### src/hw/rtl/ilt_pkg.sv
// Shared types, character codes and helper functions for the INI line tokenizer.
`timescale 1ns / 1ps

package ilt_pkg;

    // Default depth of the trailing-blank hold store
    localparam int unsigned BLANK_DEPTH_DEFAULT = 16;

    localparam logic [7:0] CH_NUL      = 8'h00;
    localparam logic [7:0] CH_BEL      = 8'h07;
    localparam logic [7:0] CH_BS       = 8'h08;
    localparam logic [7:0] CH_TAB      = 8'h09;
    localparam logic [7:0] CH_LF       = 8'h0A;
    localparam logic [7:0] CH_CR       = 8'h0D;
    localparam logic [7:0] CH_SPACE    = 8'h20;
    localparam logic [7:0] CH_QUOTE    = 8'h22;
    localparam logic [7:0] CH_ZERO     = 8'h30;
    localparam logic [7:0] CH_SEMI     = 8'h3B;
    localparam logic [7:0] CH_EQUALS   = 8'h3D;
    localparam logic [7:0] CH_LBRACKET = 8'h5B;
    localparam logic [7:0] CH_BSLASH   = 8'h5C;
    localparam logic [7:0] CH_RBRACKET = 8'h5D;
    localparam logic [7:0] CH_LOW_A    = 8'h61;
    localparam logic [7:0] CH_LOW_B    = 8'h62;
    localparam logic [7:0] CH_LOW_N    = 8'h6E;
    localparam logic [7:0] CH_LOW_R    = 8'h72;
    localparam logic [7:0] CH_LOW_T    = 8'h74;

    typedef enum logic [1:0] {
        K_KEY     = 2'd0,
        K_SECTION = 2'd1,
        K_VALUE   = 2'd2,
        K_RECORD  = 2'd3
    } kind_t;

    typedef enum logic [1:0] {
        LT_OTHER   = 2'd0,
        LT_SECTION = 2'd1,
        LT_COMMENT = 2'd2,
        LT_ENTRY   = 2'd3
    } line_type_t;

    typedef struct packed {
        logic [7:0] text_byte;
        logic       end_of_data;
    } text_t;

    typedef struct packed {
        kind_t      kind;
        logic [7:0] out_char;
        line_type_t line_type;
        logic       parse_error;
        logic       name_valid;
        logic       last_of_run;
    } result_t;

    // Controller to datapath
    typedef struct packed {
        logic load;         // capture the accepted text byte
        logic load_zero;    // replace the byte with NUL for the end-of-data pass
        logic eval;         // run one parse step on the held byte
        logic rec;          // emit the line record and reset line state
        logic eod_pending;  // an end-of-data pass still follows this byte
    } dp_cmd_t;

    // Datapath to controller
    typedef struct packed {
        logic flush;        // step only pops a held blank; repeat it
        logic eol;          // line ends with this byte; record follows
        logic emit;         // step produces a result word
    } dp_status_t;

    function automatic logic is_blank(input logic [7:0] c);
        return (c == CH_SPACE) || (c == CH_TAB);
    endfunction

    function automatic logic is_eol(input logic [7:0] c);
        return (c == CH_NUL) || (c == CH_CR) || (c == CH_LF);
    endfunction

    function automatic logic [7:0] unescape(input logic [7:0] c);
        logic [7:0] r;
        unique case (c)
            CH_ZERO:  r = CH_NUL;
            CH_LOW_A: r = CH_BEL;
            CH_LOW_B: r = CH_BS;
            CH_LOW_T: r = CH_TAB;
            CH_LOW_R: r = CH_CR;
            CH_LOW_N: r = CH_LF;
            default:  r = c;
        endcase
        return r;
    endfunction

endpackage

### src/hw/rtl/ilt_dp.sv
// Datapath: parse state, blank hold store, byte register and result register.
`timescale 1ns / 1ps

module ilt_dp #(
    parameter int unsigned MAX_PENDING_BLANKS = ilt_pkg::BLANK_DEPTH_DEFAULT
) (
    input  logic                clk,
    input  logic                rst_n,
    input  ilt_pkg::text_t      text,
    input  ilt_pkg::dp_cmd_t    cmd,
    output ilt_pkg::dp_status_t st,
    output ilt_pkg::result_t    result
);
    import ilt_pkg::*;

    localparam int unsigned CNT_W = $clog2(MAX_PENDING_BLANKS + 1);

    typedef enum logic [2:0] {
        PH_BEGIN   = 3'd0,
        PH_END     = 3'd1,
        PH_COMMENT = 3'd2,
        PH_SECTION = 3'd3,
        PH_KEY     = 3'd4,
        PH_EQUALS  = 3'd5,
        PH_VALUE   = 3'd6,
        PH_JUNK    = 3'd7
    } phase_t;

    typedef enum logic [1:0] {
        Q_NONE   = 2'd0,
        Q_INSIDE = 2'd1,
        Q_DONE   = 2'd2
    } quote_t;

    phase_t     ph_reg, ph_next, ph_n;
    quote_t     qph_reg, qph_next, qph_n;
    logic       esc_reg, esc_next, esc_n;
    logic       vst_reg, vst_next, vst_n;
    logic       vfin_reg, vfin_next, vfin_n;
    logic       err_reg, err_next, err_n;
    line_type_t lt_reg, lt_next, lt_n;
    logic [CNT_W-1:0] cnt_reg, cnt_next, wr_cnt;
    logic [MAX_PENDING_BLANKS-1:0] store_reg, store_next;
    logic [7:0] char_reg, char_next;
    result_t    res_reg, res_next;

    logic [7:0] c;
    logic       clear_cnt;
    logic       push_req;
    logic [7:0] push_val;
    logic       push_st;
    logic       pop;
    logic       flush;
    logic       eol_after;
    logic       d_emit;
    kind_t      d_kind;
    logic [7:0] d_char;
    logic       emit_any;
    logic       cnt_full;
    logic       nv;

    assign c        = char_reg;
    assign cnt_full = (cnt_reg == CNT_W'(MAX_PENDING_BLANKS));

    // Parse step decode
    always_comb
    begin
        ph_n      = ph_reg;
        qph_n     = qph_reg;
        esc_n     = esc_reg;
        vst_n     = vst_reg;
        vfin_n    = vfin_reg;
        err_n     = err_reg;
        lt_n      = lt_reg;
        clear_cnt = 1'b0;
        push_req  = 1'b0;
        push_val  = c;
        d_emit    = 1'b0;
        d_kind    = K_VALUE;
        d_char    = c;
        eol_after = is_eol(c);

        unique case (ph_reg)
            PH_BEGIN:
            begin
                if (c == CH_LBRACKET)
                begin
                    ph_n = PH_SECTION;
                    lt_n = LT_SECTION;
                end
                else if (is_blank(c))
                begin
                end
                else if (is_eol(c))
                begin
                    lt_n = LT_OTHER;
                end
                else if (c == CH_SEMI)
                begin
                    ph_n = PH_COMMENT;
                    lt_n = LT_COMMENT;
                end
                else
                begin
                    ph_n   = PH_KEY;
                    lt_n   = LT_ENTRY;
                    d_emit = 1'b1;
                    d_kind = K_KEY;
                end
            end
            PH_END:
            begin
                if (is_eol(c) || is_blank(c))
                begin
                end
                else if (c == CH_SEMI)
                begin
                    ph_n = PH_COMMENT;
                end
                else
                begin
                    // junk after the section name closes the line at once
                    err_n     = 1'b1;
                    eol_after = 1'b1;
                end
            end
            PH_SECTION:
            begin
                if (c == CH_RBRACKET)
                begin
                    ph_n = PH_END;
                end
                else if (!is_eol(c))
                begin
                    d_emit = 1'b1;
                    d_kind = K_SECTION;
                end
            end
            PH_KEY:
            begin
                if (is_blank(c))
                begin
                    ph_n = PH_EQUALS;
                end
                else if (c == CH_EQUALS)
                begin
                    ph_n = PH_VALUE;
                end
                else if (is_eol(c))
                begin
                    err_n = 1'b1;
                end
                else
                begin
                    d_emit = 1'b1;
                    d_kind = K_KEY;
                end
            end
            PH_EQUALS:
            begin
                if (is_blank(c))
                begin
                end
                else if (c == CH_EQUALS)
                begin
                    ph_n = PH_VALUE;
                end
                else
                begin
                    err_n = 1'b1;
                    ph_n  = PH_JUNK;
                end
            end
            PH_VALUE:
            begin
                if (!vst_reg && is_blank(c))
                begin
                end
                else
                begin
                    vst_n = 1'b1;
                    if (is_eol(c) || vfin_reg)
                    begin
                        // a dangling backslash stands for itself
                        if (esc_reg)
                        begin
                            push_req = 1'b1;
                            push_val = CH_BSLASH;
                        end
                        esc_n     = 1'b0;
                        clear_cnt = 1'b1;
                        ph_n      = PH_COMMENT;
                    end
                    else if (c == CH_SEMI && qph_reg != Q_INSIDE && !esc_reg)
                    begin
                        vfin_n    = 1'b1;
                        clear_cnt = 1'b1;
                        ph_n      = PH_COMMENT;
                    end
                    else if (c == CH_BSLASH && !esc_reg)
                    begin
                        esc_n = 1'b1;
                    end
                    else if (esc_reg)
                    begin
                        push_req = 1'b1;
                        push_val = unescape(c);
                        esc_n    = 1'b0;
                    end
                    else if (c == CH_QUOTE)
                    begin
                        if (qph_reg == Q_NONE)
                        begin
                            if (!vst_reg)
                            begin
                                qph_n = Q_INSIDE;
                            end
                            else
                            begin
                                err_n    = 1'b1;
                                push_req = 1'b1;
                            end
                        end
                        else if (qph_reg == Q_INSIDE)
                        begin
                            qph_n = Q_DONE;
                        end
                        else
                        begin
                            err_n = 1'b1;
                        end
                    end
                    else if (qph_reg != Q_DONE)
                    begin
                        push_req = 1'b1;
                    end
                end
            end
            default:
            begin
            end
        endcase
    end

    // Resolve a value push against the blank hold store
    always_comb
    begin
        push_st = 1'b0;
        pop     = 1'b0;
        flush   = 1'b0;
        if (push_req && qph_reg == Q_NONE && is_blank(push_val))
        begin
            // full store: release the oldest blank to make room
            push_st = 1'b1;
            pop     = cnt_full;
        end
        else if (push_req && qph_reg == Q_NONE && cnt_reg != '0)
        begin
            flush = 1'b1;
            pop   = 1'b1;
        end
    end

    assign emit_any = pop || (push_req && !push_st) || d_emit;

    assign st.flush = flush;
    assign st.eol   = eol_after;
    assign st.emit  = emit_any;

    always_comb
    begin
        unique case (lt_reg)
            LT_SECTION: nv = (ph_reg == PH_END) || (ph_reg == PH_COMMENT);
            LT_ENTRY:   nv = (ph_reg != PH_KEY);
            default:    nv = 1'b0;
        endcase
    end

    // Result word
    always_comb
    begin
        res_next             = res_reg;
        res_next.line_type   = LT_OTHER;
        res_next.parse_error = 1'b0;
        res_next.name_valid  = 1'b0;
        if (cmd.rec)
        begin
            res_next.kind        = K_RECORD;
            res_next.out_char    = CH_NUL;
            res_next.line_type   = lt_reg;
            res_next.parse_error = err_reg;
            res_next.name_valid  = nv;
            res_next.last_of_run = 1'b1;
        end
        else if (pop)
        begin
            res_next.kind        = K_VALUE;
            res_next.out_char    = store_reg[0] ? CH_TAB : CH_SPACE;
            res_next.last_of_run = !flush && !eol_after && !cmd.eod_pending;
        end
        else if (push_req)
        begin
            res_next.kind        = K_VALUE;
            res_next.out_char    = push_val;
            res_next.last_of_run = !eol_after && !cmd.eod_pending;
        end
        else
        begin
            res_next.kind        = d_kind;
            res_next.out_char    = d_char;
            res_next.last_of_run = !eol_after && !cmd.eod_pending;
        end
    end

    // Blank store: oldest entry at bit 0, new entry written behind the last held one
    always_comb
    begin
        wr_cnt     = pop ? (cnt_reg - CNT_W'(1)) : cnt_reg;
        store_next = store_reg;
        if (cmd.eval && !cmd.rec)
        begin
            if (pop)
            begin
                store_next = store_reg >> 1;
            end
            for (int k = 0; k < MAX_PENDING_BLANKS; k++)
            begin
                if (push_st && CNT_W'(k) == wr_cnt)
                begin
                    store_next[k] = (push_val == CH_TAB);
                end
            end
        end
    end

    // State update
    always_comb
    begin
        ph_next   = ph_reg;
        qph_next  = qph_reg;
        esc_next  = esc_reg;
        vst_next  = vst_reg;
        vfin_next = vfin_reg;
        err_next  = err_reg;
        lt_next   = lt_reg;
        cnt_next  = cnt_reg;
        if (cmd.rec)
        begin
            ph_next   = PH_BEGIN;
            qph_next  = Q_NONE;
            esc_next  = 1'b0;
            vst_next  = 1'b0;
            vfin_next = 1'b0;
            err_next  = 1'b0;
            lt_next   = LT_OTHER;
            cnt_next  = '0;
        end
        else if (cmd.eval)
        begin
            cnt_next = cnt_reg - CNT_W'(pop) + CNT_W'(push_st);
            if (!flush)
            begin
                ph_next   = ph_n;
                qph_next  = qph_n;
                esc_next  = esc_n;
                vst_next  = vst_n;
                vfin_next = vfin_n;
                err_next  = err_n;
                lt_next   = lt_n;
                if (clear_cnt)
                begin
                    cnt_next = '0;
                end
            end
        end
    end

    always_comb
    begin
        priority if (cmd.load)
        begin
            char_next = text.text_byte;
        end
        else if (cmd.load_zero)
        begin
            char_next = CH_NUL;
        end
        else
        begin
            char_next = char_reg;
        end
    end

    always_ff @(posedge clk or negedge rst_n)
    begin
        if (!rst_n)
        begin
            ph_reg   <= PH_BEGIN;
            qph_reg  <= Q_NONE;
            esc_reg  <= 1'b0;
            vst_reg  <= 1'b0;
            vfin_reg <= 1'b0;
            err_reg  <= 1'b0;
            lt_reg   <= LT_OTHER;
            cnt_reg  <= '0;
        end
        else
        begin
            ph_reg   <= ph_next;
            qph_reg  <= qph_next;
            esc_reg  <= esc_next;
            vst_reg  <= vst_next;
            vfin_reg <= vfin_next;
            err_reg  <= err_next;
            lt_reg   <= lt_next;
            cnt_reg  <= cnt_next;
        end
    end

    always_ff @(posedge clk)
    begin
        store_reg <= store_next;
        char_reg  <= char_next;
        if ((cmd.eval && emit_any) || cmd.rec)
        begin
            res_reg <= res_next;
        end
    end

    assign result = res_reg;

    a_cnt_bound: assert property (@(posedge clk) disable iff (!rst_n)
        cnt_reg <= CNT_W'(MAX_PENDING_BLANKS))
        else $error("blank count above store depth");

    a_quote_no_blanks: assert property (@(posedge clk) disable iff (!rst_n)
        qph_reg != Q_NONE |-> cnt_reg == '0)
        else $error("blanks held inside a quoted value");

    a_flush_in_value: assert property (@(posedge clk) disable iff (!rst_n)
        flush |-> ph_reg == PH_VALUE && cnt_reg != '0)
        else $error("blank flush outside a value");

endmodule

### src/hw/rtl/ilt_ctrl.sv
// Controller: sequences parse steps, record emission and both handshakes.
`timescale 1ns / 1ps

module ilt_ctrl (
    input  logic                clk,
    input  logic                rst_n,
    input  logic                text_valid,
    output logic                text_ready,
    input  logic                last_byte,
    output logic                result_valid,
    input  logic                result_ready,
    input  ilt_pkg::dp_status_t st,
    output ilt_pkg::dp_cmd_t    cmd
);
    import ilt_pkg::*;

    typedef enum logic [1:0] {
        S_IDLE,
        S_EVAL,
        S_REC
    } state_t;

    state_t state_reg, state_next;
    logic   eod_reg, eod_next;
    logic   out_valid_reg, out_valid_next;
    logic   out_free;
    logic   take_ok;

    assign out_free = !out_valid_reg || result_ready;

    always_comb
    begin
        cmd             = '0;
        cmd.eod_pending = eod_reg;
        state_next      = state_reg;
        eod_next        = eod_reg;
        out_valid_next  = out_valid_reg && !result_ready;
        take_ok         = 1'b0;

        unique case (state_reg)
            S_IDLE:
            begin
                take_ok = 1'b1;
            end
            S_EVAL:
            begin
                if (out_free)
                begin
                    cmd.eval = 1'b1;
                    if (st.emit)
                    begin
                        out_valid_next = 1'b1;
                    end
                    if (st.flush)
                    begin
                        // hold: same byte again after the pop
                    end
                    else if (st.eol)
                    begin
                        state_next = S_REC;
                        eod_next   = 1'b0;
                    end
                    else if (eod_reg)
                    begin
                        cmd.load_zero = 1'b1;
                        eod_next      = 1'b0;
                    end
                    else
                    begin
                        state_next = S_IDLE;
                        take_ok    = 1'b1;
                    end
                end
            end
            S_REC:
            begin
                if (out_free)
                begin
                    cmd.rec        = 1'b1;
                    out_valid_next = 1'b1;
                    state_next     = S_IDLE;
                    take_ok        = 1'b1;
                end
            end
            default:
            begin
                state_next = S_IDLE;
            end
        endcase

        if (take_ok && text_valid)
        begin
            cmd.load   = 1'b1;
            eod_next   = last_byte;
            state_next = S_EVAL;
        end
    end

    assign text_ready   = take_ok;
    assign result_valid = out_valid_reg;

    always_ff @(posedge clk or negedge rst_n)
    begin
        if (!rst_n)
        begin
            state_reg     <= S_IDLE;
            eod_reg       <= 1'b0;
            out_valid_reg <= 1'b0;
        end
        else
        begin
            state_reg     <= state_next;
            eod_reg       <= eod_next;
            out_valid_reg <= out_valid_next;
        end
    end

    a_rec_no_eod: assert property (@(posedge clk) disable iff (!rst_n)
        state_reg == S_REC |-> !eod_reg)
        else $error("end-of-data pass pending after line record");

endmodule

### src/hw/rtl/ini_line_tokenizer_top.sv
// Top level of the INI line tokenizer.
`timescale 1ns / 1ps

// Takes INI text one byte per input word and returns tagged key, section and
// value characters, then one line record per line. The next word is taken in
// the same cycle an ordinary byte's parse step finishes. A byte that ends a line
// is followed by a step for the record. Each blank released from the hold store
// (MAX_PENDING_BLANKS entries) before a later value character takes a step of its
// own, since the result register takes one word per cycle while the result port
// is not stalled. A byte flagged end_of_data on an open line adds a pass on a
// NUL byte, then the record. A stalled result port holds the parse step in place.

module ini_line_tokenizer_top #(
    parameter int unsigned MAX_PENDING_BLANKS = ilt_pkg::BLANK_DEPTH_DEFAULT
) (
    input  logic             clk,
    input  logic             rst_n,
    input  logic             text_valid,
    output logic             text_ready,
    input  ilt_pkg::text_t   text,
    output logic             result_valid,
    input  logic             result_ready,
    output ilt_pkg::result_t result
);
    import ilt_pkg::*;

    dp_cmd_t    cmd;
    dp_status_t st;

    ilt_ctrl u_ctrl (
        .clk          (clk),
        .rst_n        (rst_n),
        .text_valid   (text_valid),
        .text_ready   (text_ready),
        .last_byte    (text.end_of_data),
        .result_valid (result_valid),
        .result_ready (result_ready),
        .st           (st),
        .cmd          (cmd)
    );

    ilt_dp #(
        .MAX_PENDING_BLANKS (MAX_PENDING_BLANKS)
    ) u_dp (
        .clk    (clk),
        .rst_n  (rst_n),
        .text   (text),
        .cmd    (cmd),
        .st     (st),
        .result (result)
    );

endmodule
### config.mk
export PLATFORM = sky130hd
export DESIGN_NAME = ini_line_tokenizer_top
export DESIGN_NICKNAME = d
export VERILOG_FILES = /design/src/hw/rtl/ilt_pkg.sv /design/src/hw/rtl/ilt_dp.sv /design/src/hw/rtl/ilt_ctrl.sv /design/src/hw/rtl/ini_line_tokenizer_top.sv
export SDC_FILE = /design/constraint.sdc
export NUM_CORES = 1
export LEC_CHECK = 0
export BUFFER_PORTS_ARGS = -buffer_cell sky130_fd_sc_hd__buf_4
export CAP_MARGIN = 20
export CORE_AREA = 4 4 130 132
export DETAILED_ROUTE_END_ITERATION = 6
export DIE_AREA = 0 0 134 136
export PLACE_DENSITY = 0.46
export SLEW_MARGIN = 20
export SYNTH_ARGS = -nofsm -noshare
export SYNTH_HDL_FRONTEND = slang
export SYNTH_HIERARCHICAL = 1
export SYNTH_SLANG_ARGS = --single-unit
### constraint.sdc
create_clock -name clk -period 6.53 [get_ports clk]
set_input_delay 0.3265 -clock clk [delete_from_list [all_inputs] [get_ports clk]]
set_output_delay 0.3265 -clock clk [all_outputs]
set_load 0.03 [all_outputs]
==> impl_table.tex, run 1 <==
\begin{tabular}{lr}
\hline
Metric & Value \\
\hline
\multicolumn{2}{l}{\textbf{GRT}} \\
\quad Wire length of the first global-routing pass & slightly above 20 mm \\
\quad Overall fraction of global-route tracks in use & between 10\% and 20\% \\
\quad Number of antenna violations at the first check in global routing & 0 \\
\quad Overflow left after global routing & 0 \\
\quad Largest net degree at the start of global routing & 22 \\
\quad Vias in the first global route & about 3900 \\
\multicolumn{2}{l}{\textbf{Worst setup path}} \\
\quad Largest fanout of any net on the critical path & 13 \\
\quad Startpoint-to-endpoint class of the critical path & reg2reg \\
\quad Data required, critical path & 6810 ps \\
\quad Number of cells on the worst reg-to-reg path & 18 \\
\quad Startpoint types & flop \\
\quad Critical R2R Launch & u\_dp/c[4]\$\_SDFFCE\_PN0P\_ \\
\quad Crit path capture type & flop \\
\quad Slack of the worst reg-to-reg path & about 1600 ps \\
\quad Endpoint of the worst-slack reg-to-reg timing path & u\_dp/cnt\_reg[4]\$\_DFFE\_PN0N\_ \\
\quad Crit path arrival time & $\sim$5200 ps \\
\multicolumn{2}{l}{\textbf{Synthesis}} \\
\quad Flip-flop cell with the highest count after synthesis & edfxtp\_1 \\
\quad Fraction of registers with async set or reset after synthesis & between 30\% and 40\% \\
\quad Average cell area after synthesis & 9.29 sq um \\
\quad Synth area leaders & edfxtp\_1, dfrtp\_1, a21oi\_1 \\
\quad Nets in the synthesized netlist & 523 \\
\quad Synth Register Bits & 59 \\
\quad Number of synthesized flops with an enable pin & 39 \\
\quad Top cell type's share of synthesized area & 25.4\% \\
\quad Post-synthesis instance total & just under 500 \\
\quad Sequential cell area fraction in the yosys report & between 30 and 40\% \\
\quad Number of synthesis warnings & 6 \\
\quad Combined area of all synthesized cells & about 4600 sq um \\
\quad Yosys top cell by area & edfxtp\_1 \\
\quad Number of distinct library cells after synthesis & between 80 and 90 \\
\multicolumn{2}{l}{\textbf{CTS}} \\
\quad Maximum level of the CTS H-tree & 3 \\
\quad Clock sinks & just under 60 \\
\quad CTS max path bufs & 2 \\
\quad TritonCTS clock tree & built \\
\quad Number of instances resized during post-cts repair & 0 \\
\quad Clock buffer count from CTS & 9 \\
\quad Clock-pin slew on the worst setup and hold paths & around 50 ps \\
\quad Clock network latency to the later pin of the worst-skew pair & $\sim$340 ps \\
\quad Clock root cell & clkbuf\_16 \\
\multicolumn{2}{l}{\textbf{Cells and area}} \\
\quad Net count of the finished layout & around 530 \\
\quad Fill count & 1619 \\
\quad Synth-to-layout area growth & 13.7\% \\
\quad Inserted Diodes & 0 \\
\quad Layout Cell Area excl Fill & 5250 sq um \\
\quad Multi-input combinational cell area & $\sim$2700 sq um \\
\quad Storage cell area & approximately 1700 sq um \\
\quad Layout cells sized above 1 & 14.7\% \\
\quad Number of flip-flops under the largest register name & 16 \\
\multicolumn{2}{l}{\textbf{STA}} \\
\quad Setup tns final & 0 ps \\
\quad Clock period minus worst slack & just under 5000 ps \\
\quad Post-route fraction of the period consumed by the critical path & between 70\% and 80\% \\
\quad Setup violations, final & 0 \\
\quad Maximum operating frequency & just over 200 MHz \\
\quad Slew margin rel. & 33.8\% \\
\quad Final clock skew & between 10 and 15 ps \\
\quad Transition time at the pin with the least slew margin & between 900 and 1000 ps \\
\quad Unrepaired setup endpoints after global routing & false \\
\quad Hold Violations, Final & 0 \\
\quad Final worst setup slack & about 1600 ps \\
\quad Number of max-slew violations in the final report & 0 \\
\multicolumn{2}{l}{\textbf{Placed design}} \\
\quad Count of buffers from port buffering & 29 \\
\quad Total half-perimeter wirelength after legalization and detailed placement & slightly above 9 mm \\
\quad Worst setup timing slack at the placement stage & $\sim$1600 ps \\
\quad Weighted congestion at the end of routability-driven global placement & $\sim$0.85 \\
\quad Post-place instance area & between 4000 and 5000 sq um \\
\multicolumn{2}{l}{\textbf{Power}} \\
\quad Leakage power summed over all cells & around 1.9 nW \\
\quad Maximum vdd drop & roughly 0.00019 V \\
\quad Cell Pwr Density & 537 nW/um\^{}2 \\
\multicolumn{2}{l}{\textbf{Floorplanning}} \\
\quad Site Rows & 46 \\
\quad Core area & between 15000 and 20000 sq um \\
\quad Full die area & around 18000 sq um \\
\quad I/O pin total & 30 \\
\quad Initial cell density of the core & between 20 and 30\% \\
\quad Vert. Die Dim & around 140 um \\
\quad Horizontal extent of the die & 134 um \\
\multicolumn{2}{l}{\textbf{Drt}} \\
\quad Sum of routed wire length over all layers & 12.4 mm \\
\quad Initial detailed-routing violation count & approximately 420 \\
\quad Routed wire length per instance & 17.1 um \\
\quad Initial DRT Pass Iterations & 5 \\
\quad Antenna-violating nets left & 0 \\
\quad Total DRC errors in the routed layout & 0 \\
\quad Number of vias in the routed layout & $\sim$4000 \\
\quad Vias per cell & approximately 5.5 \\
\multicolumn{2}{l}{\textbf{Worst hold path}} \\
\quad Endpoint of the worst hold-timing path & u\_ctrl/eod\_reg\$\_DFFE\_PN0P\_ \\
\quad Min-Delay Path Class & in2reg \\
\quad Number of cells traversed by the worst hold path & 3 \\
\quad Hold wc startpoint & text[0] \\
\multicolumn{2}{l}{\textbf{Flow run}} \\
\quad Number of max-cap violations & 0 \\
\multicolumn{2}{l}{\textbf{Run status}} \\
\quad Outcome & completed \\
\hline
\end{tabular}
## how the worst max path moves through the flow
stage | startpoint | end | cells after the start | slack, ps
floorplan | u_dp/c[0]$_SDFFCE_PN0P_ | u_dp/cnt_reg[4]$_DFFE_PN0N_ | 20 | 2480
global placement | u_dp/c[4]$_SDFFCE_PN0P_ | u_dp/cnt_reg[4]$_DFFE_PN0N_ | 18 | 1830
detailed placement | u_dp/c[4]$_SDFFCE_PN0P_ | u_dp/cnt_reg[4]$_DFFE_PN0N_ | 18 | 1650
CTS | u_dp/c[4]$_SDFFCE_PN0P_ | u_dp/cnt_reg[4]$_DFFE_PN0N_ | 18 | 1640
global route | u_dp/c[4]$_SDFFCE_PN0P_ | u_dp/cnt_reg[4]$_DFFE_PN0N_ | 18 | 1180
finish | u_dp/c[4]$_SDFFCE_PN0P_ | u_dp/cnt_reg[4]$_DFFE_PN0N_ | 18 | 1610
## cell usage after synthesis, drive strengths merged, types with 3 or more instances
library cell / n
clkbuf: 17
or3: 3
or2: 6
a2111o: 3
nor4b: 3
a211oi: 6
nor2b: 7
xor2: 3
ha: 12
edfxtp: 39
nand3: 12
o211ai: 17
nor2: 48
and3: 3
a21oi: 41
and2: 17
o31ai: 5
dfrtp: 20
or4: 3
a2111oi: 7
nand4bb: 3
nand2: 37
nor4: 9
nor3b: 4
buf: 17
a21o: 3
xnor2: 3
a41oi: 4
mux2: 17
a221oi: 13
nand2b: 8
inv: 18
nand4: 4
nor3: 7
o221ai: 5
nor4bb: 3
a31oi: 6
o21ai: 20
a22o: 3
## logic make-up (layout without fill, tap and decap cells)
| logic type | Yosys count | after routing | synth area share, % |
|---|---|---|---|
| xor gates and xnor gates | 6 | 6 | 1.14 |
| AOI/OAI and AO/OA | 163 | 163 | 27.2 |
| muxes | 18 | 18 | 4.36 |
| and+or+nand+nor | 185 | 185 | 21.9 |
| buffers and inverters | 53 | 66 | 5.55 |
| adders and majority gates | 13 | 13 | 3.68 |
| DFF | 59 | 59 | 36.2 |
## timing repair
action / 4_1_cts / 5_1_grt
buffers inserted: 0 / 0
hold buffers: 1 / 0
endpoints found under the hold margin: 20 / 0
## critical path, cell delays in order, from the launching register on
cell and delay, ps:
edfxtp_1 580, nor3_4 340, o211ai_2 300, o21ai_1 360, nor2_1 160, or4_1 750, a211oi_2 570, xnor2_1 120
a21oi_1 170, ha_1 180, inv_1 50, fa_1 390, nor2_1 130, nor2_1 50, nor2_1 90, nor2_1 60
xnor2_1 180, nor3b_1 220, o22a_1 170
## report_power, final
group	switching [mW]	internal, mW	total, mW
combinational	0.985	0.531	1.52
clock	0.164	0.311	0.475
sequential	0.195	0.636	0.832
## routing by layer
| layer | share of wire [%] | global-route usage, % | vias to the layer above |
|---|---|---|---|
| met2 | 44 | 20.7 | 120 |
| li1 | - | - | 1939 |
| met1 | 50 | 19.7 | 1953 |
| met5 | 0 | 0 | - |
| met4 | 1.5 | 5.66 | 0 |
| met3 | 4.3 | 2.78 | 14 |
## final cells by class
type	instances	share of cell area, %
clock buffer	13	5.57
clock inverter	3	0.310
inverter	19	1.36
multi-input combinational	385	51.3
sequential	59	31.8
tap	216	5.14
timing repair buffer	31	4.48
## stage by stage
step	hold slack (ps)	power (mW)	util, %	std cells
global route	265	3.04	33.4	726
detailed placement	232	2.33	31.4	709
floorplan	30.9	1.96	-	497
finish	257	2.82	33.4	726
CTS	246	2.83	33.4	726
global placement	231	2.33	31.4	709
## cell usage in the layout, fill, tap and decap left out, drive strengths merged, types with 5 or more instances in the layout
master   instances
clkbuf          13
o211ai          17
a31oi            6
and2            17
nor4             9
nor3             7
o221ai           5
buf             30
o21ai           20
o31ai            5
or2              6
inv             18
a221oi          13
a21oi           41
nand3           12
nor2            48
a211oi           6
mux2            17
nand2b           8
nor2b            7
dfrtp           20
edfxtp          39
nand2           37
ha              12
a2111oi          7
Note: power is estimated with default switching activity, not from simulation.
==> run 2: changes to the inputs <==
Settings changed: ABC_AREA set to 1, CORE_AREA 4 4 130 132 to 4 4 126 128, DIE_AREA 0 0 134 136 to 0 0 130 132.
Clock period 6.53 ns to 4.8 ns, I/O delays scaled along.
==> run 2 against run 1 <==
Compared with the run above:
- via count shrank 6.2%
- sequential share of layout area is 1.1 points higher
- clock power up 43%
- non-clock buffer count grew 1
- critical endpoint is now u_dp/result[2]$_SDFFCE_PN0P_
==> impl_table.tex, run 2 <==
\begin{tabular}{lr}
\hline
Metric & Value \\
\hline
\multicolumn{2}{l}{\textbf{Placed design}} \\
\quad Weighted congestion at the end of routability-driven global placement & about 0.87 \\
\quad Total half-perimeter wirelength after legalization and detailed placement & roughly 7.9 mm \\
\quad Count of buffers from port buffering & 29 \\
\multicolumn{2}{l}{\textbf{Cells and area}} \\
\quad Storage cell area & $\sim$1700 sq um \\
\quad Layout cells sized above 1 & about a fifth \\
\quad Number of flip-flops under the largest register name & 16 \\
\quad Commonest non-fill, non-tap cell in the layout & nand2\_1 \\
\quad Net count of the finished layout & approximately 630 \\
\quad Multi-input combinational cell area & roughly 2300 sq um \\
\quad Fill count & about 1600 \\
\quad Inserted Diodes & 0 \\
\quad Synth-to-layout area growth & 15.9\% \\
\quad Most frequent cells in the layout & nand2\_1, inv\_1, nor2\_1 \\
\multicolumn{2}{l}{\textbf{CTS}} \\
\quad Maximum level of the CTS H-tree & 3 \\
\quad Clock-pin slew on the worst setup and hold paths & $\sim$50 ps \\
\quad CTS max path bufs & 2 \\
\quad Clock network latency to the later pin of the worst-skew pair & about 330 ps \\
\quad Clock sinks & 59 \\
\quad Clock buffer count from CTS & 9 \\
\quad Number of instances resized during post-cts repair & 0 \\
\quad TritonCTS clock tree & built \\
\quad Post-CTS setup buffer count & 0 \\
\quad Clock root cell & clkbuf\_16 \\
\multicolumn{2}{l}{\textbf{Worst setup path}} \\
\quad Endpoint of the worst-slack reg-to-reg timing path & u\_dp/result[2]\$\_SDFFCE\_PN0P\_ \\
\quad Cells along the critical path & inv\_2 > nand2\_1 > nor2\_1 > nand2\_2 > nand2\_4 > nand2\_4 > nand2\_4 > inv\_2 > nand2\_4 > nand3\_2 > nand2\_1 > nand2\_1 > nor2\_2 > nand2\_2 > nand3\_4 > nand2\_4 > inv\_1 > buf\_4 > nand2\_1 > nand2\_1 > nand2\_1 \\
\quad Number of cells on the worst reg-to-reg path & 21 \\
\quad Critical Path Max Stage Delay & around 490 ps \\
\quad Crit-path leading delay family & simple AND/OR/NAND/NOR gates \\
\quad Slack of the worst reg-to-reg path & about 1100 ps \\
\quad Largest fanout of any net on the critical path & 21 \\
\quad Crit path capture type & flop \\
\quad Data required, critical path & roughly 4700 ps \\
\quad Critical R2R Launch & u\_dp/c[1]\$\_SDFFCE\_PN0P\_ \\
\quad Crit path arrival time & about 3600 ps \\
\quad Worst Path Buf+Inv & 4 \\
\quad Startpoint-to-endpoint class of the critical path & reg2reg \\
\quad Cell type of the slowest stage on the worst timing path & edfxtp\_1 \\
\quad Startpoint types & flop \\
\quad Library cell appearing most often on the critical path & nand2\_1 \\
\multicolumn{2}{l}{\textbf{Worst hold path}} \\
\quad Hold wc startpoint & text[2] \\
\quad Endpoint of the worst hold-timing path & u\_dp/c[1]\$\_SDFFCE\_PN0P\_ \\
\quad Number of cells traversed by the worst hold path & 3 \\
\quad Min-Delay Path Class & in2reg \\
\multicolumn{2}{l}{\textbf{STA}} \\
\quad Setup violations, final & 0 \\
\quad Slew margin rel. & 50.6\% \\
\quad Unrepaired setup endpoints after global routing & false \\
\quad Maximum operating frequency & 268 MHz \\
\quad Setup tns final & 0 ps \\
\quad Final clock skew & between 6 and 7 ps \\
\quad Hold Violations, Final & 0 \\
\quad Post-route fraction of the period consumed by the critical path & 77.8\% \\
\quad Clock period minus worst slack & approximately 3700 ps \\
\quad Worst Hold Slack & 160 ps \\
\quad Number of max-slew violations in the final report & 0 \\
\quad Transition time at the pin with the least slew margin & roughly 740 ps \\
\multicolumn{2}{l}{\textbf{Synthesis}} \\
\quad Synth area leaders & edfxtp\_1, nand2\_1, dfrtp\_1 \\
\quad Fraction of registers with async set or reset after synthesis & 33.9\% \\
\quad Most numerous cell types in the synthesized netlist & nand2\_1, inv\_1, nor2\_1, nand3\_1, edfxtp\_1 \\
\quad Number of distinct library cells after synthesis & 47 \\
\quad Nets in the synthesized netlist & 605 \\
\quad Most frequent cell after synthesis & nand2\_1 \\
\quad Number of synthesis warnings & 6 \\
\quad Flip-flop cell with the highest count after synthesis & edfxtp\_1 \\
\quad Post-synthesis instance total & 579 \\
\quad Top cell type's share of synthesized area & 26.8\% \\
\quad Synth Register Bits & 59 \\
\quad Average cell area after synthesis & $\sim$7.6 sq um \\
\quad Sequential cell area fraction in the yosys report & about two fifths \\
\quad Number of synthesized flops with an enable pin & 39 \\
\quad Combined area of all synthesized cells & 4380 sq um \\
\quad Yosys top cell by area & edfxtp\_1 \\
\multicolumn{2}{l}{\textbf{Power}} \\
\quad Maximum vdd drop & 0.000348 V \\
\quad Leakage power summed over all cells & 2.36 nW \\
\quad Cell Pwr Density & 652 nW/um\^{}2 \\
\multicolumn{2}{l}{\textbf{Drt}} \\
\quad Total DRC errors in the routed layout & 0 \\
\quad Routed wire length per instance & $\sim$13 um \\
\quad Vias per cell & about 4.7 \\
\quad Initial detailed-routing violation count & 187 \\
\quad Initial DRT Pass Iterations & 5 \\
\quad Sum of routed wire length over all layers & 10.5 mm \\
\quad Number of vias in the routed layout & approximately 3800 \\
\quad Antenna-violating nets left & 0 \\
\multicolumn{2}{l}{\textbf{GRT}} \\
\quad Largest net degree at the start of global routing & 22 \\
\quad Overall fraction of global-route tracks in use & between 10\% and 20\% \\
\quad Number of antenna violations at the first check in global routing & 0 \\
\quad Vias in the first global route & roughly 3700 \\
\quad Wire length of the first global-routing pass & roughly 18 mm \\
\quad Overflow left after global routing & 0 \\
\multicolumn{2}{l}{\textbf{Floorplanning}} \\
\quad Horizontal extent of the die & roughly 130 um \\
\quad Vert. Die Dim & around 130 um \\
\quad I/O pin total & 30 \\
\quad Site Rows & 45 \\
\quad Initial cell density of the core & between 20\% and 30\% \\
\quad Full die area & between 15000 and 20000 sq um \\
\quad Core area & about 15000 sq um \\
\multicolumn{2}{l}{\textbf{Flow run}} \\
\quad Number of max-cap violations & 0 \\
\multicolumn{2}{l}{\textbf{Run status}} \\
\quad Outcome & completed \\
\hline
\end{tabular}
## run 2: cell types whose count changed in the layout (fill, tap and decap cells not counted), moves of 12 or more
cell      delta
nand2_1    +130
inv_1       +47
nand3_1     +32
and2_1      -15
mux2_1      -15
inv_2       +14
o211ai_1    -14
a221oi_1    -13
nand2_2     +13
nand2_4     +12
## run 2: cell type report
class / count / share of cell area, %
clock buffers: 10 / 4.51
inverters: 82 / 6.12
multi-input cells: 423 / 45.4
flip-flops and latches: 59 / 33.0
repair buffers: 32 / 4.79
clock inverters: 6 / 1.58
well taps: 188 / 4.64
## run 2: worst max-delay path by stage
stage                                        from                       endpoint  slack [ps]  depth (start not counted)
after CTS                 u_dp/c[1]$_SDFFCE_PN0P_   u_dp/result[2]$_SDFFCE_PN0P_        1040                         21
final                     u_dp/c[1]$_SDFFCE_PN0P_   u_dp/result[2]$_SDFFCE_PN0P_        1070                         21
after detailed placement  u_dp/c[1]$_SDFFCE_PN0P_  u_dp/result[12]$_SDFFCE_PP0P_        1060                         21
after global placement    u_dp/c[1]$_SDFFCE_PN0P_  u_dp/result[12]$_SDFFCE_PP0P_        1060                         21
after global routing      u_dp/c[1]$_SDFFCE_PN0P_   u_dp/result[2]$_SDFFCE_PN0P_         700                         21
after floorplan           u_dp/c[0]$_SDFFCE_PN0P_        u_dp/c[0]$_SDFFCE_PN0P_        1530                         26
## run 2: through the flow
step	cells	area [sq um]	setup slack [ps]	power (mW)	util [%]
finish	800	5070	1070	3.30	34.1
global route	800	5070	699	3.59	34.1
CTS	800	5070	1040	3.35	34.1
detailed placement	783	4750	1060	2.64	32.0
global placement	783	4750	1060	2.64	32.0
floorplan	579	4380	1530	2.22	-
## run 2: report_power, final
part	total [mW]	leakage [nW]	internal, mW	switching (mW)
Combinational	1.70	1.59	0.544	1.16
Sequential	0.922	0.623	0.787	0.134
Clock	0.681	0.148	0.449	0.232
## run 2: cell families (layout without fill, tap and decap cells)
logic type / after synthesis / in the layout / share of synthesized area, %
AND/OR/NAND/NOR: 326 / 326 / 36.9
buffers and inverters: 97 / 130 / 9.15
AO/OA/AOI/OAI: 80 / 80 / 11.1
flip-flops: 59 / 59 / 38.2
adder cells (fa/ha/maj): 13 / 13 / 3.89
XOR/XNOR: 4 / 4 / 0.801
## run 2: routing by layer
| layer | part of all wire [%] | vias to the layer above | GRT usage (%) |
|---|---|---|---|
| met5 | 0 | - | 0 |
| met4 | 1.8 | 0 | 4.79 |
| met3 | 4.5 | 15 | 3.20 |
| met2 | 44 | 79 | 19.3 |
| met1 | 50 | 1739 | 17.8 |
| li1 | - | 1945 | - |
## run 2: worst min-delay path, cell delays in order
cell and delay (ps):
buf_4 80, nand2_1 40, inv_1 40
## run 2: repair_timing
item,4_1_cts,5_1_grt
endpoints found under the setup margin,0,0
hold buffers,1,0
endpoints found under the hold margin,20,0
==> run 3: changes to the inputs <==
Settings changed: PLACE_DENSITY 0.46 to 0.48.
Clock period 4.8 ns to 3.07 ns, I/O delays scaled along.
==> run 3 against run 2 <==
Compared with the run above:
- the run now ends with negative setup slack left
- clock skew rose by 0.84 ps
- first-iteration DRC count fell by 18%
- critical path depth rose by 1
- combinational power rose by 110%
- largest cell class unchanged
- highest routed layer unchanged
==> impl_table.tex, run 3 (same netlist as run 2, synthesis figures left out) <==
\begin{tabular}{lr}
\hline
Metric & Value \\
\hline
\multicolumn{2}{l}{\textbf{Power}} \\
\quad Leakage power summed over all cells & 2.86 nW \\
\quad Final Total Pwr & $\sim$6.2 mW \\
\quad Cell Pwr Density & around 1000 nW/um\^{}2 \\
\quad Maximum vdd drop & 0.000399 V \\
\multicolumn{2}{l}{\textbf{STA}} \\
\quad Slew margin rel. & 47.4\% \\
\quad Number of max-slew violations in the final report & 0 \\
\quad Unrepaired setup endpoints after global routing & true \\
\quad Post-route fraction of the period consumed by the critical path & 106\% \\
\quad Maximum operating frequency & between 300 and 400 MHz \\
\quad Final worst setup slack & -188 ps \\
\quad Final clock skew & approximately 6.9 ps \\
\quad Clock period minus worst slack & $\sim$3300 ps \\
\quad Setup violations, final & 63 \\
\quad Transition time at the pin with the least slew margin & roughly 780 ps \\
\quad Worst Hold Slack & $\sim$75 ps \\
\quad Hold Violations, Final & 0 \\
\multicolumn{2}{l}{\textbf{Placed design}} \\
\quad Count of buffers from port buffering & 29 \\
\quad Total half-perimeter wirelength after legalization and detailed placement & approximately 8.5 mm \\
\quad Weighted congestion at the end of routability-driven global placement & just under 0.9 \\
\quad Worst setup timing slack at the placement stage & -259 ps \\
\quad Post-place instance area & 5280 sq um \\
\multicolumn{2}{l}{\textbf{GRT}} \\
\quad Largest net degree at the start of global routing & 21 \\
\quad Overall fraction of global-route tracks in use & between 10\% and 20\% \\
\quad Vias in the first global route & 3959 \\
\quad Number of antenna violations at the first check in global routing & 0 \\
\quad Overflow left after global routing & 0 \\
\quad Wire length of the first global-routing pass & between 15 and 20 mm \\
\multicolumn{2}{l}{\textbf{Floorplanning}} \\
\quad Horizontal extent of the die & approximately 130 um \\
\quad I/O pin total & 30 \\
\quad Vert. Die Dim & about 130 um \\
\quad Full die area & 17200 sq um \\
\quad Initial cell density of the core & between 20\% and 30\% \\
\quad Core area & roughly 15000 sq um \\
\quad Site Rows & 45 \\
\multicolumn{2}{l}{\textbf{Worst setup path}} \\
\quad Cells along the critical path & nand2\_1 > nor2\_2 > nand2\_2 > nand2\_4 > nand2\_4 > nand2\_4 > buf\_4 > buf\_4 > a21oi\_2 > o21a\_4 > nand2\_4 > a21oi\_4 > nand3\_4 > buf\_4 > buf\_8 > nand2\_8 > buf\_4 > clkinvlp\_4 > nand2\_2 > nand2\_1 > nand2\_2 > buf\_12 \\
\quad Crit path arrival time & $\sim$3300 ps \\
\quad Startpoint-to-endpoint class of the critical path & reg2reg \\
\quad Crit path capture type & flop \\
\quad Worst Path Buf+Inv & 7 \\
\quad Crit-path leading delay family & simple AND/OR/NAND/NOR gates \\
\quad Cell type of the slowest stage on the worst timing path & edfxtp\_1 \\
\quad Data required, critical path & $\sim$3100 ps \\
\quad Critical R2R Launch & u\_dp/c[3]\$\_SDFFCE\_PN0P\_ \\
\quad Largest fanout of any net on the critical path & 12 \\
\quad Critical Path Max Stage Delay & between 400 and 500 ps \\
\quad Crit. Startpoint & u\_dp/c[3]\$\_SDFFCE\_PN0P\_ \\
\quad Startpoint types & flop \\
\multicolumn{2}{l}{\textbf{CTS}} \\
\quad CTS max path bufs & 2 \\
\quad TritonCTS clock tree & built \\
\quad Clock-pin slew on the worst setup and hold paths & around 50 ps \\
\quad Clock root cell & clkbuf\_16 \\
\quad Maximum level of the CTS H-tree & 3 \\
\quad Clock network latency to the later pin of the worst-skew pair & 340 ps \\
\quad Clock buffer count from CTS & 9 \\
\quad Clock sinks & 59 \\
\multicolumn{2}{l}{\textbf{Worst hold path}} \\
\quad Hold wc startpoint & text[0] \\
\quad Min-Delay Path Class & in2reg \\
\multicolumn{2}{l}{\textbf{Cells and area}} \\
\quad Number of flip-flops under the largest register name & 16 \\
\quad Commonest non-fill, non-tap cell in the layout & nand2\_1 \\
\quad Layout Cell Area excl Fill & 6180 sq um \\
\quad Net count of the finished layout & roughly 720 \\
\quad Layout cells sized above 1 & between 40\% and 50\% \\
\quad Most frequent cells in the layout & nand2\_1, buf\_4, inv\_1 \\
\quad Synth-to-layout area growth & 41.3\% \\
\quad Inserted Diodes & 0 \\
\multicolumn{2}{l}{\textbf{Run status}} \\
\quad Violations in the final reports & negative setup slack \\
\quad Outcome & finished, violations left \\
\multicolumn{2}{l}{\textbf{Drt}} \\
\quad Initial DRT Pass Iterations & 4 \\
\quad Sum of routed wire length over all layers & between 10 and 15 mm \\
\quad Number of vias in the routed layout & roughly 4100 \\
\quad Vias per cell & 4.59 \\
\quad Antenna-violating nets left & 0 \\
\quad Total DRC errors in the routed layout & 0 \\
\quad Routed wire length per instance & 13.0 um \\
\quad Initial detailed-routing violation count & approximately 150 \\
\multicolumn{2}{l}{\textbf{Flow run}} \\
\quad Number of max-cap violations & 0 \\
\hline
\end{tabular}
-- run 3: cell count changes in the layout (fill, tap and decap cells not counted), sizes merged --
cell    before  now
buf         31  121
bufinv       2    3
clkbuf      10   11
inv         80   79
-- run 3: layer usage --
layer  vias to the layer above  share of wire (%)  track usage, %
li1                       2123                  -               -
met1                      1901                 47            18.9
met2                        56                 47            20.7
met3                        13                4.5            2.84
met4                         0                1.8            6.12
met5                         -                  0               0
-- run 3: cell type report --
class                      count  area, sq um
clock buffer                  10          229
clock inverter                 6          104
fill                        1491         8680
inverter                      82          322
multi-input combinational    423         2630
sequential                    59         1670
tap                          188          235
timing repair buffer         123          995
-- run 3: repair_timing --
item                                    4_1_cts  5_1_grt
hold buffers                                  1        0
endpoints found under the hold margin        20        0
endpoints found under the setup margin       65       91
buffers inserted                             14       11
gates cloned                                  0        1
pin swaps                                    18       36
resized for setup                            21       88
-- run 3: through the flow --
| stage | std cells | TNS, ps | utilization [%] |
|---|---|---|---|
| 2_1_floorplan | 579 | 0 | - |
| 3_3_place_gp | 848 | -1990 | 35.5 |
| 3_5_place_dp | 848 | -2660 | 35.5 |
| 4_1_cts | 879 | -4020 | 38.9 |
| 5_1_grt | 891 | -24810 | 41.6 |
| 6_report | 891 | -6500 | 41.6 |
-- run 3: worst paths after layout --
kind                                                      end  slack, ps  cells past startpoint
worst max-delay path            u_dp/result[11]$_SDFFCE_PP0P_       -190                     22
worst min-delay path               u_ctrl/eod_reg$_DFFE_PN0P_         80                      3
worst max register to register  u_dp/result[11]$_SDFFCE_PP0P_       -190                     22
worst min register to register       u_dp/err_reg$_DFFE_PN0P_        500                      2
max in group asynchronous          u_dp/lt_reg[1]$_DFFE_PN0P_       2600                      2
min in group asynchronous          u_ctrl/eod_reg$_DFFE_PN0P_        240                      2
-- run 3: worst min-delay path: cells and delay by family --
kind	cells	cell delay (ps)
AND/OR/NAND/NOR	2	150
buffers and inverters	1	70
-- run 3: where the power goes --
part	internal (mW)	switching (mW)
Clock	0.786	0.365
Combinational	1.47	2.17
Sequential	1.23	0.184
Total	3.48	2.71
